--- src/hdl/mre_pkg.sv ---
`timescale 1ns / 1ps
// Package for the execute unit: beat types, opcode and function codes,
// control structs. Depends on nothing.
package mre_pkg;

    localparam int unsigned WordW   = 32;
    localparam int unsigned RegIdxW = 5;
    localparam int unsigned CfgIdxW = 1;
    localparam int unsigned CntW    = 5;

    localparam logic [CfgIdxW-1:0] CfgCause = 1'd0;
    localparam logic [CfgIdxW-1:0] CfgEpc   = 1'd1;

    localparam logic [WordW-1:0] SignBit     = 32'h8000_0000;
    localparam logic [WordW-1:0] AllOnes     = 32'hFFFF_FFFF;
    localparam logic [WordW-1:0] SegmentMask = 32'hF000_0000;
    localparam logic [WordW-1:0] NoCopReg    = 32'hDEAD_BEEF;
    localparam int unsigned      IsolateBit  = 16;

    localparam logic [5:0] OpSpecial = 6'h00;
    localparam logic [5:0] OpRegimm  = 6'h01;
    localparam logic [5:0] OpJ       = 6'h02;
    localparam logic [5:0] OpJal     = 6'h03;
    localparam logic [5:0] OpBeq     = 6'h04;
    localparam logic [5:0] OpBne     = 6'h05;
    localparam logic [5:0] OpBlez    = 6'h06;
    localparam logic [5:0] OpBgtz    = 6'h07;
    localparam logic [5:0] OpAddi    = 6'h08;
    localparam logic [5:0] OpAddiu   = 6'h09;
    localparam logic [5:0] OpSlti    = 6'h0A;
    localparam logic [5:0] OpSltiu   = 6'h0B;
    localparam logic [5:0] OpAndi    = 6'h0C;
    localparam logic [5:0] OpOri     = 6'h0D;
    localparam logic [5:0] OpLui     = 6'h0F;
    localparam logic [5:0] OpCop0    = 6'h10;
    localparam logic [5:0] OpLb      = 6'h20;
    localparam logic [5:0] OpLw      = 6'h23;
    localparam logic [5:0] OpLbu     = 6'h24;
    localparam logic [5:0] OpSb      = 6'h28;
    localparam logic [5:0] OpSh      = 6'h29;
    localparam logic [5:0] OpSw      = 6'h2B;

    localparam logic [5:0] FnSll     = 6'h00;
    localparam logic [5:0] FnSrl     = 6'h02;
    localparam logic [5:0] FnSra     = 6'h03;
    localparam logic [5:0] FnJr      = 6'h08;
    localparam logic [5:0] FnJalr    = 6'h09;
    localparam logic [5:0] FnSyscall = 6'h0C;
    localparam logic [5:0] FnMfhi    = 6'h10;
    localparam logic [5:0] FnMflo    = 6'h12;
    localparam logic [5:0] FnDiv     = 6'h1A;
    localparam logic [5:0] FnDivu    = 6'h1B;
    localparam logic [5:0] FnAdd     = 6'h20;
    localparam logic [5:0] FnAddu    = 6'h21;
    localparam logic [5:0] FnSubu    = 6'h23;
    localparam logic [5:0] FnAnd     = 6'h24;
    localparam logic [5:0] FnOr      = 6'h25;
    localparam logic [5:0] FnSlt     = 6'h2A;
    localparam logic [5:0] FnSltu    = 6'h2B;

    localparam logic [4:0] CopMf     = 5'h00;
    localparam logic [4:0] CopMt     = 5'h04;
    localparam logic [4:0] CopStatus = 5'd12;
    localparam logic [4:0] CopCause  = 5'd13;
    localparam logic [4:0] CopEpc    = 5'd14;
    localparam logic [4:0] LinkReg   = 5'd31;

    localparam logic [1:0] WrNone    = 2'd0;
    localparam logic [1:0] WrNow     = 2'd1;
    localparam logic [1:0] WrDelayed = 2'd2;

    localparam logic [2:0] MemNone = 3'd0;
    localparam logic [2:0] MemLb   = 3'd1;
    localparam logic [2:0] MemLbu  = 3'd2;
    localparam logic [2:0] MemLw   = 3'd3;
    localparam logic [2:0] MemSb   = 3'd4;
    localparam logic [2:0] MemSh   = 3'd5;
    localparam logic [2:0] MemSw   = 3'd6;

    typedef struct packed {
        logic [WordW-1:0] instr_word;
        logic [WordW-1:0] rs_value;
        logic [WordW-1:0] rt_value;
        logic [WordW-1:0] next_pc;
    } t_in_beat;

    typedef struct packed {
        logic [1:0]         reg_write;
        logic [RegIdxW-1:0] dest_index;
        logic [WordW-1:0]   dest_value;
        logic [2:0]         mem_op;
        logic [WordW-1:0]   mem_address;
        logic [WordW-1:0]   store_data;
        logic [WordW-1:0]   new_next_pc;
        logic               unhandled;
    } t_out_beat;

    typedef struct packed {
        logic busy;
        logic done;
    } t_div_status;

endpackage

--- src/hdl/mre_if.sv ---
`timescale 1ns / 1ps
// Valid/ready channel interfaces for instruction beats and result beats.
// Depends on mre_pkg.
interface mre_in_if;
    logic              valid;
    logic              ready;
    mre_pkg::t_in_beat beat;
    modport source (output valid, output beat, input ready);
    modport sink (input valid, input beat, output ready);
endinterface

interface mre_out_if;
    logic               valid;
    logic               ready;
    mre_pkg::t_out_beat beat;
    modport source (output valid, output beat, input ready);
    modport sink (input valid, input beat, output ready);
endinterface

--- src/hdl/mre_divider.sv ---
`timescale 1ns / 1ps
// Restoring radix-2 divider on magnitudes, one quotient bit per cycle,
// with sign fix-up on the outputs. Depends on mre_pkg.
module mre_divider (
    input  logic                        i_clk,
    input  logic                        i_rst_n,
    input  logic                        i_start,
    input  logic [mre_pkg::WordW-1:0]   i_dividend,
    input  logic [mre_pkg::WordW-1:0]   i_divisor,
    input  logic                        i_neg_quot,
    input  logic                        i_neg_rem,
    output mre_pkg::t_div_status        o_status,
    output logic [mre_pkg::WordW-1:0]   o_quot,
    output logic [mre_pkg::WordW-1:0]   o_rem
);
    logic                         r_busy, n_busy;
    logic                         r_done, n_done;
    logic [mre_pkg::CntW-1:0]     r_cnt, n_cnt;
    logic [mre_pkg::WordW-1:0]    r_rem, n_rem;
    logic [mre_pkg::WordW-1:0]    r_quo, n_quo;
    logic [mre_pkg::WordW-1:0]    r_div;
    logic                         r_nq, r_nr;
    logic [mre_pkg::WordW+1:0]    trial;

    assign trial = {1'b0, r_rem, r_quo[mre_pkg::WordW-1]} - {2'b00, r_div};

    always_comb begin
        n_busy = r_busy;
        n_done = 1'b0;
        n_cnt  = r_cnt;
        n_rem  = r_rem;
        n_quo  = r_quo;
        if (i_start) begin
            n_busy = 1'b1;
            n_cnt  = '0;
            n_rem  = '0;
            n_quo  = i_dividend;
        end else if (r_busy) begin
            if (!trial[mre_pkg::WordW+1]) begin
                n_rem = trial[mre_pkg::WordW-1:0];
                n_quo = {r_quo[mre_pkg::WordW-2:0], 1'b1};
            end else begin
                n_rem = {r_rem[mre_pkg::WordW-2:0], r_quo[mre_pkg::WordW-1]};
                n_quo = {r_quo[mre_pkg::WordW-2:0], 1'b0};
            end
            n_cnt = r_cnt + 1'b1;
            if (r_cnt == '1) begin
                n_busy = 1'b0;
                n_done = 1'b1;
            end
        end
    end

    always_ff @(posedge i_clk) begin
        if (!i_rst_n) begin
            r_busy <= 1'b0;
            r_done <= 1'b0;
            r_cnt  <= '0;
        end else begin
            r_busy <= n_busy;
            r_done <= n_done;
            r_cnt  <= n_cnt;
        end
        r_rem <= n_rem;
        r_quo <= n_quo;
        if (i_start) begin
            r_div <= i_divisor;
            r_nq  <= i_neg_quot;
            r_nr  <= i_neg_rem;
        end
    end

    assign o_status.busy = r_busy;
    assign o_status.done = r_done;
    assign o_quot = r_nq ? (~r_quo + 1'b1) : r_quo;
    assign o_rem  = r_nr ? (~r_rem + 1'b1) : r_rem;

    a_done_after_busy: assert property (@(posedge i_clk) disable iff (!i_rst_n)
        r_done |-> $past(r_busy))
        else $error("divider done without a preceding busy cycle");
    a_no_start_busy: assert property (@(posedge i_clk) disable iff (!i_rst_n)
        i_start |-> !r_busy)
        else $error("divider started while busy");
    a_start_busy: assert property (@(posedge i_clk) disable iff (!i_rst_n)
        i_start |=> r_busy)
        else $error("divider did not go busy after start");
endmodule

--- src/hdl/mips_r3000_execute_unit.sv ---
`timescale 1ns / 1ps
// Top level of the execute unit: decode, execution, HI/LO, status and result
// register. Depends on mre_pkg, mre_if and mre_divider.
//
// Usage: instruction beats arrive on i_in with the rs and rt register values
// and the next-fetch address; one result beat per instruction leaves on o_out.
// The cause and exception pc values are written through i_cfg_we, i_cfg_index
// and i_cfg_data; the user must write them only while the unit is idle; the
// unit does not enforce this. A result is registered, so it appears in the
// cycle after its instruction beat is accepted. DIV and DIVU with a non-zero
// divisor and no overflow run the shared restoring divider, one quotient bit
// per cycle; the next instruction waits until the divider has produced every
// quotient bit and signalled completion. Any other instruction can be followed
// by another in the next cycle while results are taken. A divide's own result
// beat is issued at once; HI and LO are written when the divider completes.
// Reset clears HI, LO, the status word, both configuration values and the
// result valid flag. When the receiver stalls, the result register holds its
// beat and a new instruction is taken only in the cycle the result is taken.
module mips_r3000_execute_unit (
    input  logic                          i_clk,
    input  logic                          i_rst_n,
    mre_in_if.sink                        i_in,
    mre_out_if.source                     o_out,
    input  logic                          i_cfg_we,
    input  logic [mre_pkg::CfgIdxW-1:0]   i_cfg_index,
    input  logic [mre_pkg::WordW-1:0]     i_cfg_data
);
    logic [mre_pkg::WordW-1:0] r_hi, n_hi, r_lo, n_lo;
    logic [mre_pkg::WordW-1:0] r_status, r_cause, r_epc;
    logic                      r_out_valid;
    mre_pkg::t_out_beat        r_out, res;
    logic                      accept, hilo_we, div_start;
    mre_pkg::t_div_status      div_st;
    logic [mre_pkg::WordW-1:0] div_q, div_r;

    logic [mre_pkg::WordW-1:0] iw, rsv, rtv, npc, simm, imm, btarget, jtarget;
    logic [mre_pkg::WordW-1:0] sum_imm, abs_n, abs_d;
    logic [5:0]                op, fn;
    logic [4:0]                rs, rt, rd, sh;
    logic                      is_div, is_divu, nneg, dneg, ovf;

    assign iw   = i_in.beat.instr_word;
    assign rsv  = i_in.beat.rs_value;
    assign rtv  = i_in.beat.rt_value;
    assign npc  = i_in.beat.next_pc;
    assign op   = iw[31:26];
    assign rs   = iw[25:21];
    assign rt   = iw[20:16];
    assign rd   = iw[15:11];
    assign sh   = iw[10:6];
    assign fn   = iw[5:0];
    assign imm  = {16'h0000, iw[15:0]};
    assign simm = {{16{iw[15]}}, iw[15:0]};
    assign btarget = npc + {simm[29:0], 2'b00} - 32'd4;
    assign jtarget = (npc & mre_pkg::SegmentMask) | {4'h0, iw[25:0], 2'b00};
    assign sum_imm = rsv + simm;

    assign is_div  = (op == mre_pkg::OpSpecial) && (fn == mre_pkg::FnDiv);
    assign is_divu = (op == mre_pkg::OpSpecial) && (fn == mre_pkg::FnDivu);
    assign nneg = rsv[31] && is_div;
    assign dneg = rtv[31] && is_div;
    assign ovf  = is_div && (rsv == mre_pkg::SignBit) && (rtv == mre_pkg::AllOnes);
    assign abs_n = nneg ? (~rsv + 1'b1) : rsv;
    assign abs_d = dneg ? (~rtv + 1'b1) : rtv;

    assign i_in.ready = !div_st.busy && !div_st.done && (!r_out_valid || o_out.ready);
    assign accept     = i_in.valid && i_in.ready;
    assign div_start  = accept && (is_div || is_divu) && (rtv != '0) && !ovf;

    always_comb begin
        res = '0;
        res.new_next_pc = npc;
        case (op)
            mre_pkg::OpSpecial: begin
                res.reg_write  = mre_pkg::WrNow;
                res.dest_index = rd;
                case (fn)
                    mre_pkg::FnSll: res.dest_value = rtv << sh;
                    mre_pkg::FnSrl: res.dest_value = rtv >> sh;
                    mre_pkg::FnSra: res.dest_value = $unsigned($signed(rtv) >>> sh);
                    mre_pkg::FnJr: begin
                        res.reg_write   = mre_pkg::WrNone;
                        res.dest_index  = '0;
                        res.new_next_pc = rsv;
                    end
                    mre_pkg::FnJalr: begin
                        res.dest_value  = npc;
                        res.new_next_pc = rsv;
                    end
                    mre_pkg::FnSyscall, mre_pkg::FnDiv, mre_pkg::FnDivu: begin
                        res.reg_write  = mre_pkg::WrNone;
                        res.dest_index = '0;
                    end
                    mre_pkg::FnMfhi: res.dest_value = r_hi;
                    mre_pkg::FnMflo: res.dest_value = r_lo;
                    mre_pkg::FnAdd, mre_pkg::FnAddu: res.dest_value = rsv + rtv;
                    mre_pkg::FnSubu: res.dest_value = rsv - rtv;
                    mre_pkg::FnAnd:  res.dest_value = rsv & rtv;
                    mre_pkg::FnOr:   res.dest_value = rsv | rtv;
                    mre_pkg::FnSlt:
                        res.dest_value = {31'd0, $signed(rsv) < $signed(rtv)};
                    mre_pkg::FnSltu: res.dest_value = {31'd0, rsv < rtv};
                    default: begin
                        res.reg_write  = mre_pkg::WrNone;
                        res.dest_index = '0;
                        res.unhandled  = 1'b1;
                    end
                endcase
            end
            mre_pkg::OpRegimm: begin
                if (iw[20]) begin
                    res.reg_write  = mre_pkg::WrNow;
                    res.dest_index = mre_pkg::LinkReg;
                    res.dest_value = npc;
                end
                if (rsv[31] != iw[16]) res.new_next_pc = btarget;
            end
            mre_pkg::OpJal: begin
                res.reg_write   = mre_pkg::WrNow;
                res.dest_index  = mre_pkg::LinkReg;
                res.dest_value  = npc;
                res.new_next_pc = jtarget;
            end
            mre_pkg::OpJ: res.new_next_pc = jtarget;
            mre_pkg::OpBeq: if (rsv == rtv) res.new_next_pc = btarget;
            mre_pkg::OpBne: if (rsv != rtv) res.new_next_pc = btarget;
            mre_pkg::OpBlez: if (rsv[31] || rsv == '0) res.new_next_pc = btarget;
            mre_pkg::OpBgtz: if (!rsv[31] && rsv != '0) res.new_next_pc = btarget;
            mre_pkg::OpAddi, mre_pkg::OpAddiu, mre_pkg::OpSlti, mre_pkg::OpSltiu,
            mre_pkg::OpAndi, mre_pkg::OpOri, mre_pkg::OpLui: begin
                res.reg_write  = mre_pkg::WrNow;
                res.dest_index = rt;
                case (op)
                    mre_pkg::OpSlti:
                        res.dest_value = {31'd0, $signed(rsv) < $signed(simm)};
                    mre_pkg::OpSltiu: res.dest_value = {31'd0, rsv < simm};
                    mre_pkg::OpAndi:  res.dest_value = rsv & imm;
                    mre_pkg::OpOri:   res.dest_value = rsv | imm;
                    mre_pkg::OpLui:   res.dest_value = {iw[15:0], 16'h0000};
                    default:          res.dest_value = sum_imm;
                endcase
            end
            mre_pkg::OpCop0: begin
                if (rs == mre_pkg::CopMf) begin
                    res.reg_write  = mre_pkg::WrDelayed;
                    res.dest_index = rt;
                    case (rd)
                        mre_pkg::CopStatus: res.dest_value = r_status;
                        mre_pkg::CopCause:  res.dest_value = r_cause;
                        mre_pkg::CopEpc:    res.dest_value = r_epc;
                        default:            res.dest_value = mre_pkg::NoCopReg;
                    endcase
                end else if (rs != mre_pkg::CopMt) begin
                    res.unhandled = 1'b1;
                end
            end
            mre_pkg::OpLb, mre_pkg::OpLw, mre_pkg::OpLbu,
            mre_pkg::OpSb, mre_pkg::OpSh, mre_pkg::OpSw: begin
                if (!r_status[mre_pkg::IsolateBit]) begin
                    res.mem_address = sum_imm;
                    case (op)
                        mre_pkg::OpLb: begin
                            res.mem_op = mre_pkg::MemLb;
                            res.reg_write = mre_pkg::WrDelayed;
                            res.dest_index = rt;
                        end
                        mre_pkg::OpLbu: begin
                            res.mem_op = mre_pkg::MemLbu;
                            res.reg_write = mre_pkg::WrDelayed;
                            res.dest_index = rt;
                        end
                        mre_pkg::OpLw: begin
                            res.mem_op = mre_pkg::MemLw;
                            res.reg_write = mre_pkg::WrDelayed;
                            res.dest_index = rt;
                        end
                        mre_pkg::OpSb: begin
                            res.mem_op = mre_pkg::MemSb;
                            res.store_data = {24'd0, rtv[7:0]};
                        end
                        mre_pkg::OpSh: begin
                            res.mem_op = mre_pkg::MemSh;
                            res.store_data = {16'd0, rtv[15:0]};
                        end
                        default: begin
                            res.mem_op = mre_pkg::MemSw;
                            res.store_data = rtv;
                        end
                    endcase
                end
            end
            default: res.unhandled = 1'b1;
        endcase
    end

    always_comb begin
        n_hi    = r_hi;
        n_lo    = r_lo;
        hilo_we = 1'b0;
        if (div_st.done) begin
            n_hi = div_r;
            n_lo = div_q;
            hilo_we = 1'b1;
        end else if (accept && (is_div || is_divu)) begin
            if (rtv == '0) begin
                n_hi = rsv;
                n_lo = nneg ? 32'd1 : mre_pkg::AllOnes;
                hilo_we = 1'b1;
            end else if (ovf) begin
                n_hi = '0;
                n_lo = mre_pkg::SignBit;
                hilo_we = 1'b1;
            end
        end
    end

    mre_divider u_div (
        .i_clk      (i_clk),
        .i_rst_n    (i_rst_n),
        .i_start    (div_start),
        .i_dividend (abs_n),
        .i_divisor  (abs_d),
        .i_neg_quot (nneg != dneg),
        .i_neg_rem  (nneg),
        .o_status   (div_st),
        .o_quot     (div_q),
        .o_rem      (div_r)
    );

    always_ff @(posedge i_clk) begin
        if (!i_rst_n) begin
            r_hi        <= '0;
            r_lo        <= '0;
            r_status    <= '0;
            r_cause     <= '0;
            r_epc       <= '0;
            r_out_valid <= 1'b0;
        end else begin
            r_hi <= n_hi;
            r_lo <= n_lo;
            if (accept && op == mre_pkg::OpCop0 && rs == mre_pkg::CopMt
                && rd == mre_pkg::CopStatus) begin
                r_status <= rtv;
            end
            if (i_cfg_we && i_cfg_index == mre_pkg::CfgCause) r_cause <= i_cfg_data;
            if (i_cfg_we && i_cfg_index == mre_pkg::CfgEpc)   r_epc   <= i_cfg_data;
            if (accept) begin
                r_out_valid <= 1'b1;
            end else if (o_out.ready) begin
                r_out_valid <= 1'b0;
            end
        end
        if (accept) r_out <= res;
    end

    assign o_out.valid = r_out_valid;
    assign o_out.beat  = r_out;

    a_no_accept_busy: assert property (@(posedge i_clk) disable iff (!i_rst_n)
        accept |-> !div_st.busy)
        else $error("instruction accepted while the divider is busy");
    a_hilo_hold: assert property (@(posedge i_clk) disable iff (!i_rst_n)
        !hilo_we |=> $stable(r_hi) && $stable(r_lo))
        else $error("HI or LO changed without a divide");
    a_result_kept: assert property (@(posedge i_clk) disable iff (!i_rst_n)
        r_out_valid && !o_out.ready |=> r_out_valid && $stable(r_out))
        else $error("stalled result was lost or changed");
endmodule

--- src/flat_wrapper.sv ---
// flat-port wrapper written by rule: the top's interface ports become plain ports
module mips_r3000_execute_unit_flat 
  (i_clk, i_rst_n, i_cfg_we, i_cfg_index, i_cfg_data, i_in_valid, i_in_beat, i_in_ready, o_out_valid, o_out_beat, o_out_ready);
  mre_in_if i_in_i ();
  mre_out_if o_out_i ();
  input  logic i_clk;
  input  logic i_rst_n;
  input  logic i_cfg_we;
  input  logic [mre_pkg::CfgIdxW-1:0] i_cfg_index;
  input  logic [mre_pkg::WordW-1:0] i_cfg_data;
  input wire logic [$bits(i_in_i.valid)-1:0] i_in_valid;
  input wire logic [$bits(i_in_i.beat)-1:0] i_in_beat;
  output wire logic [$bits(i_in_i.ready)-1:0] i_in_ready;
  output wire logic [$bits(o_out_i.valid)-1:0] o_out_valid;
  output wire logic [$bits(o_out_i.beat)-1:0] o_out_beat;
  input wire logic [$bits(o_out_i.ready)-1:0] o_out_ready;
  assign i_in_i.valid = i_in_valid;
  assign i_in_i.beat = i_in_beat;
  assign i_in_ready = i_in_i.ready;
  assign o_out_valid = o_out_i.valid;
  assign o_out_beat = o_out_i.beat;
  assign o_out_i.ready = o_out_ready;
  mips_r3000_execute_unit u_core (.i_clk(i_clk), .i_rst_n(i_rst_n), .i_in(i_in_i), .o_out(o_out_i), .i_cfg_we(i_cfg_we), .i_cfg_index(i_cfg_index), .i_cfg_data(i_cfg_data));
endmodule
--- config.mk ---
export PLATFORM = sky130hd
export DESIGN_NAME = mips_r3000_execute_unit_flat
export DESIGN_NICKNAME = d
export VERILOG_FILES = /design/src/hdl/mre_pkg.sv /design/src/hdl/mre_if.sv /design/src/hdl/mre_divider.sv /design/src/hdl/mips_r3000_execute_unit.sv /design/src/flat_wrapper.sv
export SDC_FILE = /design/constraint.sdc
export NUM_CORES = 2
export LEC_CHECK = 0
export BUFFER_PORTS_ARGS = -buffer_cell sky130_fd_sc_hd__buf_4
export CAP_MARGIN = 20
export CORE_MARGIN = 2
export CORE_UTILIZATION = 50
export CTS_BUF_LIST = sky130_fd_sc_hd__clkbuf_16
export CTS_CLUSTER_DIAMETER = 150
export CTS_CLUSTER_SIZE = 40
export DETAILED_ROUTE_END_ITERATION = 8
export PLACE_DENSITY = 0.69
export SYNTH_ARGS = -nofsm -noshare
export SYNTH_HDL_FRONTEND = slang
export SYNTH_SLANG_ARGS = --single-unit
--- constraint.sdc ---
create_clock -name i_clk -period 14 [get_ports i_clk]
set_input_delay 2.1 -clock i_clk [delete_from_list [all_inputs] [get_ports i_clk]]
set_output_delay 2.1 -clock i_clk [all_outputs]
set_load 0.02 [all_outputs]
==> run_results.csv <==
group,metric,value,unit
sta,worst_slew_pin_slew,1440,ps
sta,fmax,148,MHz
layout,fin_nets,4883,
floorplan,dieWidth,271,um
routing,vias_per_cell,6.87,
logic_synthesis,synthMostInstantiatedCell,"nand2_1",
logic_synthesis,yosys-top-cells-area,"edfxtp_1 (17%), dfxtp_1 (11%), ha_1 (9.8%), nand2_1 (6.1%), xnor2_1 (4.6%)",
clocking,post_cts_buffers,0,
logic_synthesis,synthCells,4357,
sta,hold_ws,466,ps
clocking,cts_tree,"built",
power_and_ir_drop,vdd_drop_max,0.138,mV
layout,nFillCells,6775,
critical_path,crit_type,"primary input to flop",
place,gp_congestion,1.10,
sta,final.min_clock_period,6740,ps
logic_synthesis,synth_top_cell_by_area,"edfxtp_1",
outcome,status,"finished with violations",
global_routing,grt_pass1_vias,33500,
global_routing,antenna_found_initial,19,
clocking,holdBufCountCts,0,
place,hpwl,127,mm
routing,drt-total-wl,172,mm
critical_path,cp_common_cell,"buf_4",
power_and_ir_drop,leakagePower,15.6,nW
sta,hold_viol,0,
logic_synthesis,ys_warn_count,0,
critical_path,cp-start-kind,"primary input",
place,port-buffer-count,306,
clocking,cts_max_level,1,
critical_path,crit_chain,"buf_4, nor3_2, and3b_1, nand2_1, nor3_1, nand2_1, inv_1, nand4_1, o21ai_1, or2_2, buf_4, inv_2, buf_4, nor2_2, inv_1, buf_4",
logic_synthesis,postSynthAreaPerCell,8.17,sq um
clocking,clock_sinks,405,
sta,max_slew_margin,3.77,%
critical_path,cpMaxStageDelayCell,"inv_1",
logic_synthesis,synth_top_area_share,17.3,%
clocking,cts_resized,0,
sta,fin_skew,47.3,ps
global_routing,grt_first_pass_wirelength,242,mm
worst_hold_path,hp-class,"flop to flop",
clocking,root_buffer,"clkbuf_16",
critical_path,critPathCaptureType,"flop",
logic_synthesis,async_flop_share,0,%
global_routing,track_usage,44.9,%
critical_path,required,14330,ps
floorplan,placementRows,97,
clocking,insertion_delay,610,ps
critical_path,max_stage_delay,590,ps
routing,ant_nets,0,
critical_path,crit_family,"simple AND/OR/NAND/NOR gates",
layout,drive_gt1_share,12.3,%
routing,vias,37100,
floorplan,initial_core_util,50.7,%
clocking,cts_buffers,15,
logic_synthesis,yosysSeqAreaShare,28.5,%
sta,layout_setup_ws,7260,ps
logic_synthesis,synthFlopType,"edfxtp_1",
critical_path,path_buf_inv,7,
sta,setup-tns-final,0,ps
routing,post_drt_wl_per_cell,31.8,um
clocking,clk_pin_slew,150,ps
logic_synthesis,synthDistinctLibCells,90,
floorplan,pin_count,307,
logic_synthesis,netlist_top_cells_count,"nand2_1 (576), nor2_1 (328), o21ai_0 (315)",
sta,final-setup-viol-count,0,
run,drv_cap,0,
power_and_ir_drop,power.density,80.5,nW/um^2
routing,drc,5,
logic_synthesis,yosys_register_bits,405,
routing,drtIter0Drc,6278,
floorplan,core,70300,sq um
routing,dr.pass1.iters,9,
place,dp_slack,6850,ps
clocking,clock_tree.buffer_depth,3,
layout,area_growth,9.55,%
logic_synthesis,synth-edff-count,205,
critical_path,arrival,7070,ps
sta,min_period_over_period,48.1,%
floorplan,fp.dieH,271,um
global_routing,grt_max_degree,97,
floorplan,design.die.area,73400,sq um
sta,rsz0062_at_grt,"false",
critical_path,crit_fanout,70,
outcome,violations,"design-rule violations",
global_routing,grt-ovfl-total,0,
sta,drv_slew,0,
logic_synthesis,netlist_area,35600,sq um
logic_synthesis,syn-num-nets,4808,
area by class of cell:
type / count / area, sq um / share of cell area, %
Clock inverter: 11 / 125 / 0.321
Clock buffer: 15 / 375 / 0.962
Antenna cell: 13 / 32.5 / 0.0834
Inverter: 271 / 1020 / 2.61
Timing Repair Buffer: 369 / 2810 / 7.21
Multi-Input combinational cell: 3370 / 23300 / 59.8
Tap cell: 940 / 1180 / 3.01
Sequential cell: 405 / 10200 / 26.0
report_power, final:
group	internal [mW]	switching, mW	total (mW)
logic	0.399	0.748	1.15
clock network	0.215	0.430	0.644
registers	1.30	0.0515	1.35
path summary, 6_finish.rpt:
kind / slack (ps) / depth (start not counted) / start / endpoint
worst min register to register: 470 / 2 / u_core.r_hi[26] / u_core.r_hi[26]
worst max register to register: 9770 / 11 / u_core.u_div.r_done / u_core.u_div.r_quo[24]
worst max-delay path: 7260 / 16 / i_in_beat[123] / u_core.u_div.r_quo[24]
worst min-delay path: 470 / 2 / u_core.r_hi[26] / u_core.r_hi[26]
layer usage:
layer,track usage (%),routed length (um),share of wire (%)
met1,58.5,65800,38
met5,0,209,0.12
met4,27.9,13000,7.5
met2,64.3,70300,41
met3,13.9,22500,13
cell usage in the layout, fill, tap and decap left out, drive strengths merged, types with 29 or more instances in the layout:
master    n
a211oi   36
a21boi  143
a21o     58
a21oi   245
a221oi   42
a222oi   55
a22oi    46
a31oi    44
and3     44
buf     369
dfxtp   200
edfxtp  205
ha      280
inv     276
mux2     29
mux2i    62
mux4     61
nand2   576
nand3    58
nand4    32
nor2    330
nor2b    35
nor3     64
nor4     39
o211ai   48
o21ai   337
o21bai   34
o221ai   30
o22ai    46
o31ai    53
or3      31
or4      35
xnor2   186
xor2     35
worst reg2reg max path, stage by stage, from the launching register on:
cell     delay [ps]
dfxtp_2         340
buf_4           330
nor3_1          480
and2_4          370
nand3_1         260
or2_2           350
buf_4           330
inv_2           110
buf_4           540
nor2_2          270
inv_1           100
buf_4           380
per-stage QoR:
stage                     instances  util (%)  cell area (sq um)  total power [mW]
after global placement         5352      54.7              38400              2.47
after CTS                      5379      55.4              38900              3.10
after floorplan                4357         -              35600              2.05
after detailed placement       5353      54.7              38400              2.47
after global routing           5381      55.5              39000              3.24
final                          5394      55.5              39000              3.14
cell families after synthesis:
kind of cell | Yosys count | synth area share (%)
AO/OA/AOI/OAI | 1388 | 26.3
AND/OR/NAND/NOR | 1324 | 16.9
buffers and inverters | 582 | 6.26
flip-flops | 405 | 28.5
adder cells (fa/ha/maj) | 285 | 10.1
XOR/XNOR | 221 | 5.43
multiplexers | 152 | 6.52
sequential cells by signal (all words and copies together), names as in the netlist, 5 cells and up:
name,count
u_core.r_status,32
u_core.r_epc,32
u_core.u_div.r_quo,32
u_core.u_div.r_cnt,5
u_core.r_hi,32
u_core.r_lo,32
u_core.o_out.beat,139
u_core.r_cause,32
u_core.u_div.r_rem,32
u_core.u_div.r_div,32
Note: power is estimated with default switching activity, not from simulation.
